**src/hw/rtl/hpc_pkg.sv**
```systemverilog
`timescale 1ns / 1ps

package hpc_pkg;

    // field widths
    localparam int GAIN_W  = 16;
    localparam int LIM_W   = 15;
    localparam int DATA_W  = 16;
    localparam int ANGLE_W = 17;
    localparam int INTEG_W = 32;
    localparam int CFG_IDX_W = 4;

    // register indexes on the configuration channel
    localparam logic [CFG_IDX_W-1:0] REG_PROP_GAIN       = 4'd0;
    localparam logic [CFG_IDX_W-1:0] REG_INTEG_GAIN      = 4'd1;
    localparam logic [CFG_IDX_W-1:0] REG_MIN_ANGLE       = 4'd2;
    localparam logic [CFG_IDX_W-1:0] REG_MAX_ANGLE       = 4'd3;
    localparam logic [CFG_IDX_W-1:0] REG_SLOW_LOW_ANGLE  = 4'd4;
    localparam logic [CFG_IDX_W-1:0] REG_SLOW_HIGH_ANGLE = 4'd5;
    localparam logic [CFG_IDX_W-1:0] REG_INTEG_ZONE      = 4'd6;
    localparam logic [CFG_IDX_W-1:0] REG_DEAD_BAND       = 4'd7;

    // reset values, degrees times 256
    localparam logic [LIM_W-1:0] RST_MIN_ANGLE       = 15'd4096;
    localparam logic [LIM_W-1:0] RST_MAX_ANGLE       = 15'd23040;
    localparam logic [LIM_W-1:0] RST_SLOW_LOW_ANGLE  = 15'd6400;
    localparam logic [LIM_W-1:0] RST_SLOW_HIGH_ANGLE = 15'd20736;
    localparam logic [LIM_W-1:0] RST_INTEG_ZONE      = 15'd1280;
    localparam logic [LIM_W-1:0] RST_DEAD_BAND       = 15'd77;

    // 101 degrees times 256
    localparam logic signed [ANGLE_W-1:0] ANGLE_OFFSET = 17'sd25856;
    // integrator gain per tick, 1 / 0.02
    localparam logic signed [22:0] INTEG_RATE = 23'sd50;
    // x / 5 as (x * 52429) >> 18, exact for x up to 65536
    localparam logic [15:0] DIV5_RECIP = 16'd52429;
    localparam int DIV5_SHIFT = 18;

    typedef struct packed {
        logic [GAIN_W-1:0] prop_gain;
        logic [GAIN_W-1:0] integ_gain;
        logic [LIM_W-1:0]  min_angle;
        logic [LIM_W-1:0]  max_angle;
        logic [LIM_W-1:0]  slow_low_angle;
        logic [LIM_W-1:0]  slow_high_angle;
        logic [LIM_W-1:0]  integ_zone;
        logic [LIM_W-1:0]  dead_band;
    } t_cfg;

    typedef struct packed {
        logic signed [DATA_W-1:0] drive;
        logic                     on_target;
        logic                     limited;
    } t_drive_res;

endpackage

```
**src/hw/rtl/hpc_cfg_if.sv**
```systemverilog
`timescale 1ns / 1ps

interface hpc_cfg_if;
    import hpc_pkg::*;

    logic                 valid;
    logic                 ready;
    logic [CFG_IDX_W-1:0] index;
    logic [DATA_W-1:0]    data;

    modport source (output valid, output index, output data, input ready);
    modport sink   (input valid, input index, input data, output ready);
endinterface

```
**src/hw/rtl/hpc_in_if.sv**
```systemverilog
`timescale 1ns / 1ps

interface hpc_in_if;
    import hpc_pkg::*;

    logic                     valid;
    logic                     ready;
    logic                     operation;
    logic signed [DATA_W-1:0] encoder_reading;
    logic signed [DATA_W-1:0] target_angle;
    logic signed [DATA_W-1:0] manual_drive;

    modport source (output valid, output operation, output encoder_reading,
                    output target_angle, output manual_drive, input ready);
    modport sink   (input valid, input operation, input encoder_reading,
                    input target_angle, input manual_drive, output ready);
endinterface

```
**src/hw/rtl/hpc_out_if.sv**
```systemverilog
`timescale 1ns / 1ps

interface hpc_out_if;
    import hpc_pkg::*;

    logic                     valid;
    logic                     ready;
    logic signed [DATA_W-1:0] drive_command;
    logic                     on_target;
    logic                     limited;

    modport source (output valid, output drive_command, output on_target,
                    output limited, input ready);
    modport sink   (input valid, input drive_command, input on_target,
                    input limited, output ready);
endinterface

```
**src/hw/rtl/hpc_cfg_regs.sv**
```systemverilog
`timescale 1ns / 1ps

module hpc_cfg_regs
    import hpc_pkg::*;
(
    input  logic   i_clk,
    input  logic   i_rst_n,
    hpc_cfg_if.sink i_cfg,
    output t_cfg   o_cfg
);

    t_cfg r_cfg;

    assign i_cfg.ready = 1'b1;
    assign o_cfg       = r_cfg;

    always_ff @(posedge i_clk) begin
        if (!i_rst_n) begin
            r_cfg.prop_gain       <= '0;
            r_cfg.integ_gain      <= '0;
            r_cfg.min_angle       <= RST_MIN_ANGLE;
            r_cfg.max_angle       <= RST_MAX_ANGLE;
            r_cfg.slow_low_angle  <= RST_SLOW_LOW_ANGLE;
            r_cfg.slow_high_angle <= RST_SLOW_HIGH_ANGLE;
            r_cfg.integ_zone      <= RST_INTEG_ZONE;
            r_cfg.dead_band       <= RST_DEAD_BAND;
        end else if (i_cfg.valid) begin
            unique case (i_cfg.index)
                REG_PROP_GAIN:       r_cfg.prop_gain       <= i_cfg.data;
                REG_INTEG_GAIN:      r_cfg.integ_gain      <= i_cfg.data;
                REG_MIN_ANGLE:       r_cfg.min_angle       <= i_cfg.data[LIM_W-1:0];
                REG_MAX_ANGLE:       r_cfg.max_angle       <= i_cfg.data[LIM_W-1:0];
                REG_SLOW_LOW_ANGLE:  r_cfg.slow_low_angle  <= i_cfg.data[LIM_W-1:0];
                REG_SLOW_HIGH_ANGLE: r_cfg.slow_high_angle <= i_cfg.data[LIM_W-1:0];
                REG_INTEG_ZONE:      r_cfg.integ_zone      <= i_cfg.data[LIM_W-1:0];
                REG_DEAD_BAND:       r_cfg.dead_band       <= i_cfg.data[LIM_W-1:0];
                default: ;
            endcase
        end
    end

endmodule

```
**src/hw/rtl/hpc_loop.sv**
```systemverilog
`timescale 1ns / 1ps

module hpc_loop
    import hpc_pkg::*;
(
    input  logic                      i_clk,
    input  logic                      i_rst_n,
    input  t_cfg                      i_cfg,
    input  logic                      i_commit,
    input  logic signed [ANGLE_W-1:0] i_angle,
    input  logic signed [DATA_W-1:0]  i_target,
    output t_drive_res                o_res
);

    logic signed [INTEG_W-1:0] r_integ;
    logic signed [INTEG_W-1:0] n_integ;

    logic signed [ANGLE_W-1:0] target_ext;
    logic signed [ANGLE_W-1:0] min_s;
    logic signed [ANGLE_W-1:0] max_s;
    logic signed [ANGLE_W-1:0] target_clamped;
    logic                      clamped;
    logic signed [ANGLE_W-1:0] err;
    logic        [ANGLE_W-1:0] mag_w;
    logic        [DATA_W-1:0]  mag;
    logic                      in_zone;
    logic                      in_band;
    logic signed [22:0]        err_x50;
    logic signed [INTEG_W:0]   acc_sum;
    logic signed [INTEG_W-1:0] acc_sat;
    logic signed [INTEG_W-1:0] integ_zoned;
    logic signed [33:0]        p_term;
    logic signed [48:0]        i_term;
    logic signed [50:0]        s_sum;
    logic signed [49:0]        s_half;
    logic signed [DATA_W-1:0]  drive_sat;

    assign target_ext = ANGLE_W'(i_target);
    assign min_s      = $signed({2'b00, i_cfg.min_angle});
    assign max_s      = $signed({2'b00, i_cfg.max_angle});

    // lower clamp wins the test order; with inverted limits a target below min ends at min, any other at max
    always_comb begin
        priority if (target_ext < min_s) begin
            target_clamped = min_s;
            clamped        = 1'b1;
        end else if (target_ext > max_s) begin
            target_clamped = max_s;
            clamped        = 1'b1;
        end else begin
            target_clamped = target_ext;
            clamped        = 1'b0;
        end
    end

    assign err     = i_angle - target_clamped;
    assign mag_w   = err[ANGLE_W-1] ? ANGLE_W'(-err) : ANGLE_W'(err);
    assign mag     = mag_w[DATA_W-1:0];
    assign in_zone = mag < {1'b0, i_cfg.integ_zone};
    assign in_band = mag <= {1'b0, i_cfg.dead_band};

    assign err_x50 = 23'(err) * INTEG_RATE;
    assign acc_sum = (INTEG_W+1)'(r_integ) + (INTEG_W+1)'(err_x50);

    always_comb begin
        if (acc_sum[INTEG_W] != acc_sum[INTEG_W-1]) begin
            acc_sat = acc_sum[INTEG_W] ? {1'b1, {(INTEG_W-1){1'b0}}}
                                       : {1'b0, {(INTEG_W-1){1'b1}}};
        end else begin
            acc_sat = acc_sum[INTEG_W-1:0];
        end
    end

    assign integ_zoned = in_zone ? acc_sat : '0;
    assign n_integ     = in_band ? '0 : integ_zoned;

    assign p_term = 34'($signed({1'b0, i_cfg.prop_gain})) * 34'(err);
    assign i_term = 49'($signed({1'b0, i_cfg.integ_gain})) * 49'(integ_zoned);
    assign s_sum  = -(51'(p_term) + 51'(i_term));
    // floor division by two
    assign s_half = s_sum[50:1];

    always_comb begin
        priority if (s_half > 50'sd32767) begin
            drive_sat = 16'sh7fff;
        end else if (s_half < -50'sd32768) begin
            drive_sat = 16'sh8000;
        end else begin
            drive_sat = s_half[DATA_W-1:0];
        end
    end

    assign o_res.drive     = in_band ? '0 : drive_sat;
    assign o_res.on_target = in_band;
    assign o_res.limited   = clamped;

    always_ff @(posedge i_clk) begin
        if (!i_rst_n) begin
            r_integ <= '0;
        end else if (i_commit) begin
            r_integ <= n_integ;
        end
    end

endmodule

```
**src/hw/rtl/hpc_manual.sv**
```systemverilog
`timescale 1ns / 1ps

module hpc_manual
    import hpc_pkg::*;
(
    input  t_cfg                      i_cfg,
    input  logic signed [ANGLE_W-1:0] i_angle,
    input  logic signed [DATA_W-1:0]  i_cmd,
    output t_drive_res                o_res
);

    logic signed [DATA_W:0]   cmd_x2;
    logic        [DATA_W:0]   mag_x2;
    logic        [32:0]       prod;
    logic        [14:0]       quot;
    logic signed [DATA_W-1:0] scaled;
    logic                     cmd_neg;
    logic                     cmd_pos;

    assign cmd_x2  = {i_cmd, 1'b0};
    assign cmd_neg = i_cmd[DATA_W-1];
    assign cmd_pos = !cmd_neg && (i_cmd != '0);
    assign mag_x2  = cmd_neg ? (DATA_W+1)'(-cmd_x2) : (DATA_W+1)'(cmd_x2);

    // 0.4x as 2x / 5, truncated toward zero on the magnitude
    assign prod   = 33'(mag_x2) * 33'(DIV5_RECIP);
    assign quot   = prod[32:DIV5_SHIFT];
    assign scaled = cmd_neg ? DATA_W'(-$signed({1'b0, quot})) : DATA_W'(quot);

    always_comb begin
        o_res.on_target = 1'b0;
        priority if (i_angle < $signed({2'b00, i_cfg.min_angle}) && cmd_neg) begin
            o_res.drive   = '0;
            o_res.limited = 1'b1;
        end else if (i_angle < $signed({2'b00, i_cfg.slow_low_angle}) && cmd_neg) begin
            o_res.drive   = scaled;
            o_res.limited = 1'b1;
        end else if (i_angle > $signed({2'b00, i_cfg.max_angle}) && cmd_pos) begin
            o_res.drive   = '0;
            o_res.limited = 1'b1;
        end else if (i_angle > $signed({2'b00, i_cfg.slow_high_angle}) && cmd_pos) begin
            o_res.drive   = scaled;
            o_res.limited = 1'b1;
        end else begin
            o_res.drive   = i_cmd;
            o_res.limited = 1'b0;
        end
    end

endmodule

```
**src/hw/rtl/hood_position_pi_controller_top.sv**
```systemverilog
// path: an accepted item goes through the input register and then the result register
// throughput: one transaction per cycle unless the sink stalls, set by the integrator loop
// an input register and a result register part the two sides, so stalls do not lose items
// reset (synchronous, active low) clears both valid flags and the integrator,
// and loads the configuration registers with their default limits
`timescale 1ns / 1ps

module hood_position_pi_controller_top
    import hpc_pkg::*;
(
    input  logic       i_clk,
    input  logic       i_rst_n,
    hpc_cfg_if.sink    i_cfg,
    hpc_in_if.sink     i_in,
    hpc_out_if.source  o_out
);

    t_cfg       cfg;
    t_drive_res loop_res;
    t_drive_res man_res;
    t_drive_res sel_res;

    logic                      r_in_valid;
    logic                      r_in_op;
    logic signed [DATA_W-1:0]  r_in_encoder;
    logic signed [DATA_W-1:0]  r_in_target;
    logic signed [DATA_W-1:0]  r_in_manual;

    logic                      r_out_valid;
    logic signed [DATA_W-1:0]  r_out_drive;
    logic                      r_out_on_target;
    logic                      r_out_limited;

    logic                      advance;
    logic                      commit;
    logic signed [ANGLE_W-1:0] angle;

    hpc_cfg_regs u_cfg_regs (
        .i_clk   (i_clk),
        .i_rst_n (i_rst_n),
        .i_cfg   (i_cfg),
        .o_cfg   (cfg)
    );

    assign advance    = !r_out_valid || o_out.ready;
    assign commit     = r_in_valid && advance;
    assign i_in.ready = !r_in_valid || advance;

    assign angle = ANGLE_OFFSET - ANGLE_W'(r_in_encoder);

    hpc_loop u_loop (
        .i_clk    (i_clk),
        .i_rst_n  (i_rst_n),
        .i_cfg    (cfg),
        .i_commit (commit && !r_in_op),
        .i_angle  (angle),
        .i_target (r_in_target),
        .o_res    (loop_res)
    );

    hpc_manual u_manual (
        .i_cfg   (cfg),
        .i_angle (angle),
        .i_cmd   (r_in_manual),
        .o_res   (man_res)
    );

    assign sel_res = r_in_op ? man_res : loop_res;

    always_ff @(posedge i_clk) begin
        if (!i_rst_n) begin
            r_in_valid <= 1'b0;
        end else if (i_in.ready) begin
            r_in_valid <= i_in.valid;
        end
    end

    always_ff @(posedge i_clk) begin
        if (i_in.valid && i_in.ready) begin
            r_in_op      <= i_in.operation;
            r_in_encoder <= i_in.encoder_reading;
            r_in_target  <= i_in.target_angle;
            r_in_manual  <= i_in.manual_drive;
        end
    end

    always_ff @(posedge i_clk) begin
        if (!i_rst_n) begin
            r_out_valid <= 1'b0;
        end else if (advance) begin
            r_out_valid <= r_in_valid;
        end
    end

    always_ff @(posedge i_clk) begin
        if (commit) begin
            r_out_drive     <= sel_res.drive;
            r_out_on_target <= sel_res.on_target;
            r_out_limited   <= sel_res.limited;
        end
    end

    assign o_out.valid         = r_out_valid;
    assign o_out.drive_command = r_out_drive;
    assign o_out.on_target     = r_out_on_target;
    assign o_out.limited       = r_out_limited;

    // stalling at the input only happens with both stages full and the sink stalled
    a_stall_cause: assert property (@(posedge i_clk) disable iff (!i_rst_n)
        !i_in.ready |-> (r_in_valid && r_out_valid && !o_out.ready))
        else $error("input stalled without a full pipeline");

    // a committed item always shows up in the result register
    a_commit_lands: assert property (@(posedge i_clk) disable iff (!i_rst_n)
        commit |=> r_out_valid)
        else $error("committed transaction did not reach the output");

    // on target in closed loop gives zero drive at the output
    a_on_target_zero: assert property (@(posedge i_clk) disable iff (!i_rst_n)
        (commit && !r_in_op && loop_res.on_target) |=>
            (r_out_on_target && r_out_drive == '0))
        else $error("on-target result with nonzero drive");

    // manual results never report on target
    a_manual_flag: assert property (@(posedge i_clk) disable iff (!i_rst_n)
        (commit && r_in_op) |=> !r_out_on_target)
        else $error("manual transaction flagged on target");

endmodule
```
**src/flat_wrapper.sv**
```systemverilog
// flat-port wrapper written by rule: the top's interface ports become plain ports
module hood_position_pi_controller_top_flat import hpc_pkg::*;
  (i_clk, i_rst_n, i_cfg_valid, i_cfg_index, i_cfg_data, i_cfg_ready, i_in_valid, i_in_operation, i_in_encoder_reading, i_in_target_angle, i_in_manual_drive, i_in_ready, o_out_valid, o_out_drive_command, o_out_on_target, o_out_limited, o_out_ready);
  hpc_cfg_if i_cfg_i ();
  hpc_in_if i_in_i ();
  hpc_out_if o_out_i ();
  input  logic i_clk;
  input  logic i_rst_n;
  input wire logic [$bits(i_cfg_i.valid)-1:0] i_cfg_valid;
  input wire logic [$bits(i_cfg_i.index)-1:0] i_cfg_index;
  input wire logic [$bits(i_cfg_i.data)-1:0] i_cfg_data;
  output wire logic [$bits(i_cfg_i.ready)-1:0] i_cfg_ready;
  input wire logic [$bits(i_in_i.valid)-1:0] i_in_valid;
  input wire logic [$bits(i_in_i.operation)-1:0] i_in_operation;
  input wire logic [$bits(i_in_i.encoder_reading)-1:0] i_in_encoder_reading;
  input wire logic [$bits(i_in_i.target_angle)-1:0] i_in_target_angle;
  input wire logic [$bits(i_in_i.manual_drive)-1:0] i_in_manual_drive;
  output wire logic [$bits(i_in_i.ready)-1:0] i_in_ready;
  output wire logic [$bits(o_out_i.valid)-1:0] o_out_valid;
  output wire logic [$bits(o_out_i.drive_command)-1:0] o_out_drive_command;
  output wire logic [$bits(o_out_i.on_target)-1:0] o_out_on_target;
  output wire logic [$bits(o_out_i.limited)-1:0] o_out_limited;
  input wire logic [$bits(o_out_i.ready)-1:0] o_out_ready;
  assign i_cfg_i.valid = i_cfg_valid;
  assign i_cfg_i.index = i_cfg_index;
  assign i_cfg_i.data = i_cfg_data;
  assign i_cfg_ready = i_cfg_i.ready;
  assign i_in_i.valid = i_in_valid;
  assign i_in_i.operation = i_in_operation;
  assign i_in_i.encoder_reading = i_in_encoder_reading;
  assign i_in_i.target_angle = i_in_target_angle;
  assign i_in_i.manual_drive = i_in_manual_drive;
  assign i_in_ready = i_in_i.ready;
  assign o_out_valid = o_out_i.valid;
  assign o_out_drive_command = o_out_i.drive_command;
  assign o_out_on_target = o_out_i.on_target;
  assign o_out_limited = o_out_i.limited;
  assign o_out_i.ready = o_out_ready;
  hood_position_pi_controller_top u_core (.i_clk(i_clk), .i_rst_n(i_rst_n), .i_cfg(i_cfg_i), .i_in(i_in_i), .o_out(o_out_i));
endmodule
```
**config.mk**
```make
export PLATFORM = sky130hd
export DESIGN_NAME = hood_position_pi_controller_top_flat
export DESIGN_NICKNAME = d
export VERILOG_FILES = /design/src/hw/rtl/hpc_pkg.sv /design/src/hw/rtl/hpc_cfg_if.sv /design/src/hw/rtl/hpc_in_if.sv /design/src/hw/rtl/hpc_out_if.sv /design/src/hw/rtl/hpc_cfg_regs.sv /design/src/hw/rtl/hpc_loop.sv /design/src/hw/rtl/hpc_manual.sv /design/src/hw/rtl/hood_position_pi_controller_top.sv /design/src/flat_wrapper.sv
export SDC_FILE = /design/constraint.sdc
export NUM_CORES = 2
export LEC_CHECK = 0
export BUFFER_PORTS_ARGS = -buffer_cell sky130_fd_sc_hd__buf_2
export CAP_MARGIN = 25
export CORE_ASPECT_RATIO = 0.6
export CORE_MARGIN = 2
export CORE_UTILIZATION = 25
export CTS_BUF_LIST = sky130_fd_sc_hd__clkbuf_8
export DETAILED_ROUTE_END_ITERATION = 7
export PLACE_DENSITY = 0.47
export SLEW_MARGIN = 15
export SYNTH_ARGS = -nofsm -noshare
export SYNTH_HDL_FRONTEND = slang
export SYNTH_SLANG_ARGS = --single-unit
```
**constraint.sdc**
```tcl
create_clock -name i_clk -period 30.6 [get_ports i_clk]
set_clock_uncertainty 0.1 [all_clocks]
set_input_delay 6.12 -clock i_clk [delete_from_list [all_inputs] [get_ports i_clk]]
set_output_delay 6.12 -clock i_clk [all_outputs]
set_load 0.01 [all_outputs]
```
### Word-level counts from Yosys, hierarchy flattened

Cells that the tools add are included.

| cells by class | value |
|---|---|
| $add $sub $neg | 8 |
| multiply operators | 4 |
| $lt $le $gt $ge | 10 |
| equal/unequal tests | 8 |
| multiplexer cells | 23 |
| reduce and logical (&&, ||, !) cells | 24 |

Operator list:

| kind | number |
|---|---|
| $mux 16 | 9 |
| $mux 32 | 4 |
| $mux 17 | 3 |
| $neg 50->51 | 1 |
| $add 34x49->50 | 1 |
| $gt 50x16->1 const B | 1 |
| $lt 50x16->1 const B | 1 |
| $mul 17x32->49 | 1 |
| $gt 17x16->1 | 2 |
| $lt 17x16->1 | 2 |
| $mul 17x17->34 | 1 |
| $add 32x23->33 | 1 |
| $mul 17x16->33 const B | 1 |
| $mul 17x6->22 const B | 1 |
| $mux 18 | 1 |
| $neg 17->17 | 1 |
| $sub 16x16->17 const A | 1 |
| $sub 17x17->17 | 1 |
| $eq 4x3->1 const B | 4 |
| $gt 16x16->1 | 1 |
| $le 16x15->1 | 1 |
| $lt 16x15->1 | 1 |
| $lt 16x16->1 | 1 |
| $neg 15->16 | 1 |
| 11 further kinds | 35 |

| word-level totals | value |
|---|---|
| flip-flop bits (word level) | 223 |
| input port bits | 74 |
| output and inout port bits | 21 |
| word-level logic and storage cells | 95 |

### Logic depth before layout (Yosys ltp)

| logic depth | value |
|---|---|
| depth after elaboration | 17 |
| gate-level depth with buffers | 87 |
| mapped depth without buffers | 82 |

### Modules after synthesis

Synthesis repeated with hierarchy kept, for this count alone.

| unflattened totals | value |
|---|---|
| cells, all modules | 5769 |
| area, all modules | 51814.7 µm² |

Modules (own cells, without submodules):

| module | times used | cells an instance | area an instance (µm²) | sequential area each (µm²) |
|---|---|---|---|---|
| hpc_loop | 1 | 4291 | 37130.6 | 640.6 |
| hpc_manual | 1 | 901 | 7526.0 | 0.0 |
| hpc_cfg_regs | 1 | 439 | 4518.1 | 2442.3 |
| hood_position_pi_controller_top | 1 | 138 | 2640.0 | 2052.0 |

### Least setup slack after synthesis

Ideal clock, no wire load.

| timing | value |
|---|---|
| kind | register -> register |
| start point | register u_core.r_in_target[5] |
| end point | register u_core.r_out_drive[2], in the netlist u_core.o_out.drive_command[2], data pin |
| library setup time | 0.272 ns |
| data arrival time | 18.850 ns |
| data required time | 30.228 ns |
| setup slack | 11.378 ns |
| stages on the path, launching flop included | 76 |
| buffers on the path | 8 |
| period minus slack after synthesis | 19.222 ns |
| cell sequence | edfxtp_1 > ha_1 > a21o_1 > a21o_1 > a21oi_1 > o21ai_0 > a21o_1 > a21oi_1 > nor2b_1 > o211ai_1 > a31oi_1 > o21bai_1 > clkbuf_1 > clkbuf_1 > mux2i_1 > ha_1 > nor2b_1 > o31a_1 > [40 not listed] > fa_1 > inv_1 > fa_1 > inv_1 > ha_1 > clkbuf_1 > and4_1 > and4_1 > a211oi_1 > a211oi_1 > a21boi_1 > or4_1 > and3_1 > nor4_1 > nor4bb_1 > a41oi_1 > nor2_1 > o32ai_1 |

RTL lines:

| item | line | RTL |
|---|---|---|
| start, declared | hood_position_pi_controller_top.sv:26 | `logic signed [DATA_W-1:0] r_in_target;` |
| start signal, assigned | hood_position_pi_controller_top.sv:82 | `r_in_target <= i_in.target_angle;` |
| end signal, assigned | hood_position_pi_controller_top.sv:97 | `r_out_drive <= sel_res.drive;` |
| end, declared | hood_position_pi_controller_top.sv:30 | `logic signed [DATA_W-1:0] r_out_drive;` |

==> reports/results.txt <==
vias in the first global route - 39554
CTS root buf - clkbuf_8
highest achievable clock rate - 44.1 MHz
startpoint types - flop
die area - 0.206 mm²
buffer count from post-CTS setup fixing - 0
Top-Level Pins - 95
Post-synth EDFFs - 67
Crit. Startpoint - u_core.r_in_target[1]$_DFFE_PP_
Seq cells post-synth - 223
Max Cap Viol - 0
post-CTS sizing - 0
Post-Syn Area per Cell - 8.93 µm²
FP Rows - 127
Post-Syn Area - 0.0506 mm²
final period utilization - 0.741
reg-to-reg endpoint - u_core.o_out.drive_command[0]$_DFFE_PP_
share of post-route cells with drive strength above 1 - 0.0630
CTS clk-pin slew, worst paths - 0.07 ns
slowest stage delay, CP - 0.87 ns
initial antenna violation count - 8
setup violators final - 0
Synth async-reset ratio - 0
Die Ht - 353 µm
TritonCTS Buffers - 40
commonest non-fill, non-tap cells in the layout - 1203 x inv_1, 881 x fa_1, 719 x nand2_1, 617 x ha_1, 390 x and2_1
GRT Overall Usage - 0.165
Worst Path Required - 30.85 ns
CTS tree - yes
largest net degree at the start of global routing - 65
largest fanout on the critical path - 32
routed via count - 38425
clock buffer depth - 3
Buf/Inv on CP - 10
crit path kind - flop to flop
fin nets - 7236
DRC viols - 0
Critical Path Most Common Cell - fa_1
H-tree levels - 2
starting density of the core - 0.252
WHS Path Cells - 2
HP Start - u_core.u_loop.r_integ[30]$_SDFFE_PN0P_
HPWL after DPL - 139000 µm
Crit path max-delay family - compound AO/OA/AOI/OAI gates
FF-to-FF setup slack - 7.94 ns
total core area - 0.201 mm²
most common cell after layout, fill and taps aside - inv_1
Area Growth Syn to Fin - 9.04%
Clock Sinks - 223
Post-DRT Antenna Nets - 0
I/O Buffers - 93
hold buffer count at cts - 0
DP Cell Count - 8321
Final Wtd Congestion - 0.895
Worst slew margin - 0.207
measured slew at the worst slew-check pin - 1.19 ns
DIE WIDTH - 585 µm
Worst-Skew Late Latency - 0.68 ns
FF-to-FF Start - u_core.r_in_target[1]$_DFFE_PP_
drt total wl - 167000 µm
Critical-path top delay cell - nor2_2
Warnings, synthesis - 0
Iter 0 DRT Violations - 3088
Hold Path End - u_core.u_loop.r_integ[30]$_SDFFE_PN0P_
sequential fraction of the synthesis area - 0.101
minimum clock period - 22.66 ns
via density per instance - 4.57
RSZ-0062 raised after global routing - no
DRT Pass-1 Iters - 6
Worst Path Arrival - 22.91 ns
Final Hold Fails - 0
Top FF cell, synth - dfxtp_1
Cells after Synth - 5667
Overflow after GRT - 0
first-pass GRT wire length - 258000 µm
HP Class - flop to flop
post-synth cell types - 93
post-layout util - 0.275
status - finished, final reports clean
Cell Count, Final, Fillers Out - 8415
Total Neg Setup Slack - 0 ns
Crit. End Element - flop
Reg2Reg Depth - 78
WL per Instance - 19.9 µm
Pins Over Slew Limit - 0
## worst max path at each step
stage | cells past startpoint | to | slack, ns
finish | 78 | u_core.o_out.drive_command[0]$_DFFE_PP_ | 7.94
global route | 78 | u_core.o_out.drive_command[0]$_DFFE_PP_ | 6.66
CTS | 78 | u_core.o_out.drive_command[12]$_DFFE_PP_ | 8.15
detailed placement | 78 | u_core.o_out.drive_command[12]$_DFFE_PP_ | 8.32
global placement | 75 | u_core.o_out.drive_command[2]$_DFFE_PP_ | 8.14
floorplan | 75 | u_core.o_out.drive_command[2]$_DFFE_PP_ | 11.38
## logic make-up after synthesis
group,after synthesis,share of synthesized area
DFF,223,0.101
adders and majority gates,1498,0.501
xor gates and xnor gates,163,0.0282
muxes,74,0.0151
other,1,0.0000741
and+or+nand+nor,1625,0.158
AOI/OAI and AO/OA,671,0.0891
buffers and inverters,1412,0.107
## area by class of cell
type	instances	area (µm²)
clock buffers	44	606
fillers	21697	145000
inverters	1190	4470
clock inverters	30	188
diodes	10	25.0
flip-flops and latches	223	5150
well taps	2709	3390
repair buffers	176	1180
multi-input cells	4033	40200
## state kept, by name, indices dropped and copies added (netlist names), 16 cells and up
name                        flops
u_core.u_cfg_regs.o_cfg       122
u_core.o_out.drive_command     16
u_core.r_in_manual             16
u_core.r_in_encoder            16
u_core.u_loop.r_integ          32
u_core.r_in_target             16
## layer usage
layer	global-route usage	part of all wire	vias to the layer above
met5	0	0	-
met4	0.0139	0.0067	0
met3	0.0571	0.11	84
met2	0.200	0.35	1340
met1	0.275	0.53	19336
li1	-	-	17665
## worst reg2reg max path: cells and delay by family, from the launching register on
family	cells	cell delay [ns]
flip-flops	1	0.42
multiplexers	1	0.40
buffers and inverters	10	1.75
AND/OR/NAND/NOR	10	2.62
AO/OA/AOI/OAI	38	9.24
adder cells (fa/ha/maj)	17	7.58
XOR/XNOR	2	0.28
## synth_stat cells (10+ instances only)
master	count	area [µm²]
nand3_1	51	255
nor2_1	159	597
fa_1	881	17600
o21bai_1	16	120
inv_1	1189	4460
o31ai_1	11	82.6
o221ai_1	14	123
nor4_1	16	100
a211oi_1	20	150
a21boi_0	84	631
mux2i_1	54	541
a31oi_1	18	113
nand4_1	37	231
nor3_1	36	180
xor2_1	48	420
o21ai_0	92	460
nor2_2	28	175
o211ai_1	32	240
dfxtp_1	156	3120
and3_1	15	93.8
nand3b_1	11	82.6
nand2_1	719	2700
nand2b_1	19	119
and4_1	10	87.6
a21oi_1	166	831
o21ai_2	19	166
o21ai_1	16	80.1
nor2b_1	67	419
a21o_1	75	563
mux2_2	20	225
o21a_1	33	248
and2_1	391	2450
buf_2	34	170
clkbuf_1	177	664
or3_1	17	106
xnor2_1	115	1010
edfxtp_1	67	2010
ha_1	617	7720
## per-stage QoR
step / setup WS [ns] / instance area, µm² / hold WS, ns
after floorplan: 11.38 / 50600 / 0.330
after global placement: 8.14 / 54200 / 0.345
after detailed placement: 8.32 / 54200 / 0.352
after CTS: 8.15 / 55000 / 0.362
after global routing: 6.66 / 55200 / 0.384
final: 7.94 / 55200 / 0.358
Power is not shown: default switching activity piles up to over one toggle a cycle in this logic, so the estimate is an artifact.
